**src/sv/mfbs_pkg.sv**
```systemverilog
package mfbs_pkg;

  localparam int unsigned BYTE_W = 8;
  localparam int unsigned KIND_W = 2;

  localparam logic [BYTE_W-1:0] PREFIX_LAST  = 8'h01;
  localparam logic [BYTE_W-1:0] SLICE_LAST   = 8'hAF;
  localparam logic [BYTE_W-1:0] SEQ_END_CODE = 8'hB7;
  localparam logic [1:0]        PREFIX_ZEROS = 2'd2;

  localparam logic [KIND_W-1:0] KIND_NONE        = 2'd0;
  localparam logic [KIND_W-1:0] KIND_BEFORE_CODE = 2'd1;
  localparam logic [KIND_W-1:0] KIND_AFTER_BYTE  = 2'd2;

  typedef struct packed {
    logic              code_seen;
    logic [BYTE_W-1:0] code_value;
    logic              slice_layer;
    logic [KIND_W-1:0] boundary_kind;
  } mfbs_result_t;

endpackage

```
**src/sv/mfbs_scan_core.sv**
```systemverilog
module mfbs_scan_core
  import mfbs_pkg::*;
(
  input  logic              clk,
  input  logic              rst_n,
  input  logic              adv,
  input  logic [BYTE_W-1:0] data_byte,
  input  logic              new_search,
  output mfbs_result_t      result
);

  logic       seeking_zero_r, seeking_zero_nxt;
  logic [1:0] zero_run_r, zero_run_nxt;
  logic       code_pending_r, code_pending_nxt;
  logic       in_slice_r, in_slice_nxt;
  logic       search_done_r, search_done_nxt;

  always_comb begin
    logic is_zero;
    logic is_slice;
    is_zero  = (data_byte == '0);
    is_slice = !is_zero && (data_byte <= SLICE_LAST);

    // Clear before the byte is scanned when a new search starts.
    if (new_search) begin
      seeking_zero_nxt = 1'b1;
      zero_run_nxt     = 2'd0;
      code_pending_nxt = 1'b0;
      in_slice_nxt     = 1'b0;
      search_done_nxt  = 1'b0;
    end else begin
      seeking_zero_nxt = seeking_zero_r;
      zero_run_nxt     = zero_run_r;
      code_pending_nxt = code_pending_r;
      in_slice_nxt     = in_slice_r;
      search_done_nxt  = search_done_r;
    end

    result.code_seen     = 1'b0;
    result.code_value    = '0;
    result.boundary_kind = KIND_NONE;

    if (!search_done_nxt) begin
      if (code_pending_nxt) begin
        code_pending_nxt  = 1'b0;
        result.code_seen  = 1'b1;
        result.code_value = data_byte;
        if (in_slice_nxt) begin
          if (!is_slice) begin
            result.boundary_kind = (data_byte == SEQ_END_CODE) ? KIND_AFTER_BYTE
                                                               : KIND_BEFORE_CODE;
            search_done_nxt = 1'b1;
          end
        end else if (is_slice) begin
          in_slice_nxt = 1'b1;
        end
      end

      // Prefix detector; the code byte feeds it too.
      if (!search_done_nxt) begin
        if (seeking_zero_nxt) begin
          if (is_zero) begin
            seeking_zero_nxt = 1'b0;
            zero_run_nxt     = 2'd1;
          end
        end else if (is_zero) begin
          if (zero_run_nxt < PREFIX_ZEROS) begin
            zero_run_nxt = zero_run_nxt + 2'd1;
          end
        end else begin
          seeking_zero_nxt = 1'b1;
          if (zero_run_nxt >= PREFIX_ZEROS && data_byte == PREFIX_LAST) begin
            code_pending_nxt = 1'b1;
          end
          zero_run_nxt = 2'd0;
        end
      end
    end

    result.slice_layer = in_slice_nxt;
  end

  always_ff @(posedge clk) begin
    if (!rst_n) begin
      seeking_zero_r <= 1'b1;
      zero_run_r     <= 2'd0;
      code_pending_r <= 1'b0;
      in_slice_r     <= 1'b0;
      search_done_r  <= 1'b0;
    end else if (adv) begin
      seeking_zero_r <= seeking_zero_nxt;
      zero_run_r     <= zero_run_nxt;
      code_pending_r <= code_pending_nxt;
      in_slice_r     <= in_slice_nxt;
      search_done_r  <= search_done_nxt;
    end
  end

endmodule

```
**src/sv/mpeg1_frame_boundary_scanner.sv**
```systemverilog
// MPEG-1 frame boundary scanner. Feed the video stream one byte per item;
// each item yields exactly one result item. A start code is two or more
// zero bytes, then 0x01, then the code value byte; code_seen flags that
// value byte. After a slice code (0x01..0xAF) the first non-slice code
// ends the frame: boundary_kind 2 for a sequence end code (frame ends
// after this byte), 1 for any other code (frame ends before its 4-byte
// start code). After a boundary every byte is ignored until an item with
// new_search set, which clears the scanner before its byte is scanned.
// Throughput is one item per cycle while the result channel takes its results.
// An item passes the input register, then the result register, where its
// result is valid until taken. Back-pressure on the result channel stalls
// the input only when both registers are full.
module mpeg1_frame_boundary_scanner
  import mfbs_pkg::*;
(
  input  logic              clk,
  input  logic              rst_n,
  input  logic              in_valid,
  output logic              in_ready,
  input  logic [BYTE_W-1:0] in_data_byte,
  input  logic              in_new_search,
  output logic              out_valid,
  input  logic              out_ready,
  output logic              out_code_seen,
  output logic [BYTE_W-1:0] out_code_value,
  output logic              out_slice_layer,
  output logic [KIND_W-1:0] out_boundary_kind
);

  logic              in_valid_r;
  logic [BYTE_W-1:0] data_byte_r;
  logic              new_search_r;
  logic              out_valid_r;
  mfbs_result_t      res_r;
  mfbs_result_t      res_nxt;
  logic              adv;

  // Advance the held item into the result register when that slot frees.
  assign adv      = in_valid_r && (!out_valid_r || out_ready);
  assign in_ready = !in_valid_r || adv;

  always_ff @(posedge clk) begin
    if (!rst_n) begin
      in_valid_r <= 1'b0;
    end else if (in_ready) begin
      in_valid_r <= in_valid;
    end
  end

  // Hold the payload while the item waits.
  always_ff @(posedge clk) begin
    if (in_valid && in_ready) begin
      data_byte_r  <= in_data_byte;
      new_search_r <= in_new_search;
    end
  end

  mfbs_scan_core u_core (
    .clk        (clk),
    .rst_n      (rst_n),
    .adv        (adv),
    .data_byte  (data_byte_r),
    .new_search (new_search_r),
    .result     (res_nxt)
  );

  always_ff @(posedge clk) begin
    if (!rst_n) begin
      out_valid_r <= 1'b0;
    end else if (adv) begin
      out_valid_r <= 1'b1;
    end else if (out_ready) begin
      out_valid_r <= 1'b0;
    end
  end

  always_ff @(posedge clk) begin
    if (adv) begin
      res_r <= res_nxt;
    end
  end

  assign out_valid         = out_valid_r;
  assign out_code_seen     = res_r.code_seen;
  assign out_code_value    = res_r.code_value;
  assign out_slice_layer   = res_r.slice_layer;
  assign out_boundary_kind = res_r.boundary_kind;

endmodule

```
**config.mk**
```make
export PLATFORM = sky130hd
export DESIGN_NAME = mpeg1_frame_boundary_scanner
export DESIGN_NICKNAME = d
export VERILOG_FILES = /design/src/sv/mfbs_pkg.sv /design/src/sv/mfbs_scan_core.sv /design/src/sv/mpeg1_frame_boundary_scanner.sv
export SDC_FILE = /design/constraint.sdc
export NUM_CORES = 1
export LEC_CHECK = 0
export BUFFER_PORTS_ARGS = -buffer_cell sky130_fd_sc_hd__clkbuf_2
export CAP_MARGIN = 30
export CORE_MARGIN = 2
export CORE_UTILIZATION = 38
export CTS_CLUSTER_DIAMETER = 200
export DETAILED_ROUTE_END_ITERATION = 12
export SLEW_MARGIN = 10
export SYNTH_ARGS = -nofsm -noshare
export SYNTH_HDL_FRONTEND = slang
export SYNTH_SLANG_ARGS = --single-unit
```
**constraint.sdc**
```tcl
create_clock -name clk -period 2.53 [get_ports clk]
set_clock_uncertainty 0.2 [all_clocks]
set_input_delay 0.759 -clock clk [delete_from_list [all_inputs] [get_ports clk]]
set_output_delay 0.759 -clock clk [all_outputs]
set_load 0.02 [all_outputs]
```
==> impl_results.rst <==
.. list-table::
   :header-rows: 1

   * - Metric
     - Value
   * - Number of hold violations in the final report
     - 0
   * - Sequential area share after synthesis
     - 61.3%
   * - Synth Instances
     - ~110
   * - Port Buf Inserts
     - 26
   * - Height of the die
     - 62.3 microns
   * - Fmax
     - 0.443 GHz
   * - Post-Place Cell Area
     - 0.00147 sq mm
   * - Remaining max-slew budget at the tightest pin
     - 64.5%
   * - Largest cells by area after synthesis
     - edfxtp_1 (49%), dfxtp_1 (12%), and2_1 (4.4%), nand2b_1 (2.9%), a21oi_1 (2.7%)
   * - Max capacitance violation total
     - 0
   * - Number of remaining DRC errors
     - 0
   * - Clk slew on worst S/H paths
     - 0.09 ns
   * - Total of flip-flops plus latches after synthesis
     - 29
   * - Worst endpoint required time
     - 1.57 ns
   * - Die outline width
     - 62.3 microns
   * - IR Drop Worst-Case VDD
     - 374 uV
   * - CP Data Arrival Time
     - 1.30 ns
   * - Slew Limit Fails
     - 0
   * - Initial standard-cell utilization of the core
     - about two fifths
   * - Global-route total usage across every layer
     - 13.5%
   * - Synth top area share
     - 48.9%
   * - Clock root buffer master
     - clkbuf_4
   * - Gr ovfl total
     - 0
   * - CTS-repair resized insts
     - 0
   * - RSZ-0062 raised after global routing
     - false
   * - Total clock buffers created by CTS
     - 5
   * - Warning count from the yosys run
     - 0
   * - Post-layout minimum cycle time
     - 2.26 ns
   * - Commonest cells post-synth
     - edfxtp_1 (21), and2_1 (9), nand2_1 (9)
   * - Number of primary I/O pins
     - 27
   * - Critical Path, Cell by Cell
     - clkbuf_2, nor2b_1, nand2_1, clkbuf_2
   * - Post-synthesis net count
     - 128
   * - Number of violations reported at the end of detailed-routing iteration 0
     - 22
   * - Transition at the pin with the smallest max-transition slack
     - between 0.5 and 0.6 ns
   * - Average wire per standard cell
     - 11.9 microns
   * - Switching Fraction
     - about a fifth
   * - Setup bufs post-CTS
     - 0
   * - Placement row count
     - 21
   * - TritonCTS clock tree
     - done
   * - Max Root-Sink Buffers
     - 2
   * - Clock network power share
     - a little under two fifths
   * - Area growth from synthesis to layout
     - 20.1%
   * - Placeable core region
     - 0.00331 sq mm
   * - Cts hold-fix bufs
     - 0
   * - Fin util
     - 46.8%
   * - Part of the power in registers
     - between 50% and 60%
   * - CTS sink cnt
     - 29
   * - Post-Syn Area per Cell
     - 11.3 sq um
   * - First-pass GRT wire length
     - about 4.1 mm
   * - Switching component of the power
     - 204 uW
   * - Most frequent cell after synthesis
     - edfxtp_1
   * - Filler Cell Count
     - about 320
   * - Number of synthesized flops with an enable pin
     - 21
   * - Clock insertion delay at the later pin of the skew report
     - around 0.33 ns
   * - Sort of element at the end of the critical path
     - primary output
   * - Share of final-layout standard cells stronger than drive strength 1
     - 24.7%
   * - Area of all placed cells without fillers
     - 0.00155 sq mm
   * - Final critical-path share of the clock period
     - about nine tenths
   * - Type of the worst setup path
     - in2out
   * - Routability-driven placement congestion ratio
     - 0.825
   * - Fraction of synthesis flops using an asynchronous set or reset pin
     - 0%
   * - Critical path peak fanout
     - 3
   * - Cell internal power dissipation
     - about 750 uW
   * - Vias post-DR
     - 946
   * - Combinational share of power
     - between 5 and 6%
   * - Synth Cell Area
     - 0.00129 sq mm
   * - Netlist cell types
     - 34
   * - Largest net degree at the start of global routing
     - 14
   * - Total number of H-tree levels
     - 2
   * - Outcome
     - completed
   * - Power density over the cells
     - roughly 600 mW/mm^2
   * - Via-to-Cell Ratio
     - between 4 and 5
   * - Delay of the slowest cell on the worst path
     - 0.19 ns
   * - Most prevalent standard cell on the critical path
     - clkbuf_2
   * - Remaining antenna violation count
     - 0
   * - Primary flip-flop cell chosen by synthesis mapping
     - edfxtp_1
   * - Antenna violations before repair
     - 0
   * - Final wirelength
     - 2.28 mm
   * - Detail Placement HPWL
     - 1.69 mm
   * - Area of the die
     - about 0.0039 sq mm
   * - Setup-violating endpoint count in the final report
     - 0
   * - Tightest Hold Check Type
     - reg2reg
   * - Count of TritonRoute iterations in the first routing pass
     - 4
   * - Antenna diode count
     - 0
   * - Reported leakage power
     - 0.000563 uW
   * - Total Negative Setup Slacks
     - 0 ns
   * - Vias in the first global route
     - 923
   * - Kind of launch point of the worst setup path
     - input port
   * - Layout Nets
     - 159
   * - Slowest cell on the critical path
     - nor2b_1
   * - Biggest area consumer among synthesized cells
     - edfxtp_1
-- cell type report --
cell class                 instances  area [sq um]  share of cell area [%]
tap                               46          57.6                    3.72
sequential                        29           791                    51.0
multi-input combinational         78           473                    30.5
clock buffer                       6          41.3                    2.67
timing repair buffer              27           138                    8.89
inverter                           4          15.0                   0.969
clock inverter                     2          33.8                    2.18
-- power by group through the flow --
stage / registers [uW] / clock network [uW] / logic, uW
2_1_floorplan: 558 / 0 / 26.8
3_3_place_gp: 554 / 0 / 55.4
3_5_place_dp: 554 / 0 / 55.7
4_1_cts: 543 / 368 / 55.8
5_1_grt: 547 / 393 / 61.6
6_report: 544 / 358 / 55.4
-- worst paths after layout --
kind | slack, ns | startpoint | end | cells past startpoint
worst min-delay path | 0.34 | u_core.code_pending_r | u_core.code_pending_r | 2
worst max register to register | 0.54 | data_byte_r[2] | u_core.seeking_zero_r | 4
worst max-delay path | 0.27 | out_ready | in_ready | 4
worst min register to register | 0.34 | u_core.code_pending_r | u_core.code_pending_r | 2
-- sequential cells by signal (all words and copies together), names as in the netlist --
name,cells
new_search_r,1
out_code_seen,1
out_valid,1
u_core.zero_run_r,2
in_valid_r,1
out_code_value,8
u_core.in_slice_r,1
u_core.search_done_r,1
u_core.code_pending_r,1
u_core.seeking_zero_r,1
out_slice_layer,1
data_byte_r,8
out_boundary_kind,2
-- cell families after synthesis --
group | after synthesis | share of synthesized area, %
buffers and inverters | 7 | 2.04
DFF | 29 | 61.3
adders and majority gates | 1 | 0.970
and+or+nand+nor | 56 | 25.4
AOI/OAI and AO/OA | 21 | 10.3
-- through the flow --
stage,power [uW],std cells,hold WS (ns),worst slack (ns)
floorplan,585,114,0.278,0.483
global placement,609,184,0.322,0.313
detailed placement,610,184,0.328,0.271
CTS,967,192,0.338,0.269
global route,1000,192,0.368,0.217
finish,957,192,0.340,0.271
-- placed cells by master (no fill, tap or decap), types with 2 or more instances in the layout --
master / Yosys / final
nor4_2: 2 / 2
nand2b_1: 6 / 6
o31ai_1: 2 / 2
a31oi_1: 3 / 3
nand3_1: 2 / 2
and2_1: 9 / 9
dfxtp_1: 8 / 8
nand2_1: 9 / 9
a21oi_1: 7 / 7
nor3_1: 4 / 4
clkbuf_2: 0 / 26
edfxtp_1: 21 / 21
or3_1: 2 / 2
or4_1: 2 / 2
nor3b_1: 2 / 2
nor2b_1: 3 / 3
o21ai_1: 2 / 2
inv_1: 4 / 4
clkbuf_4: 0 / 5
nor2_1: 6 / 6
nand4_1: 3 / 3
-- critical path: cells and delay by family --
kind | cells | cell delay (ns)
buf+inv | 2 | 0.26
simple gates | 2 | 0.28
-- layer usage --
| layer | vias to the layer above | GRT usage, % | share of wire [%] |
|---|---|---|---|
| li1 | 484 | - | - |
| met3 | 7 | 5.43 | 5.1 |
| met1 | 432 | 15.9 | 46 |
| met2 | 23 | 21.5 | 46 |
| met4 | 0 | 6.67 | 2.5 |
| met5 | - | 0 | 0 |
Power figures use the tool's default switching activity.
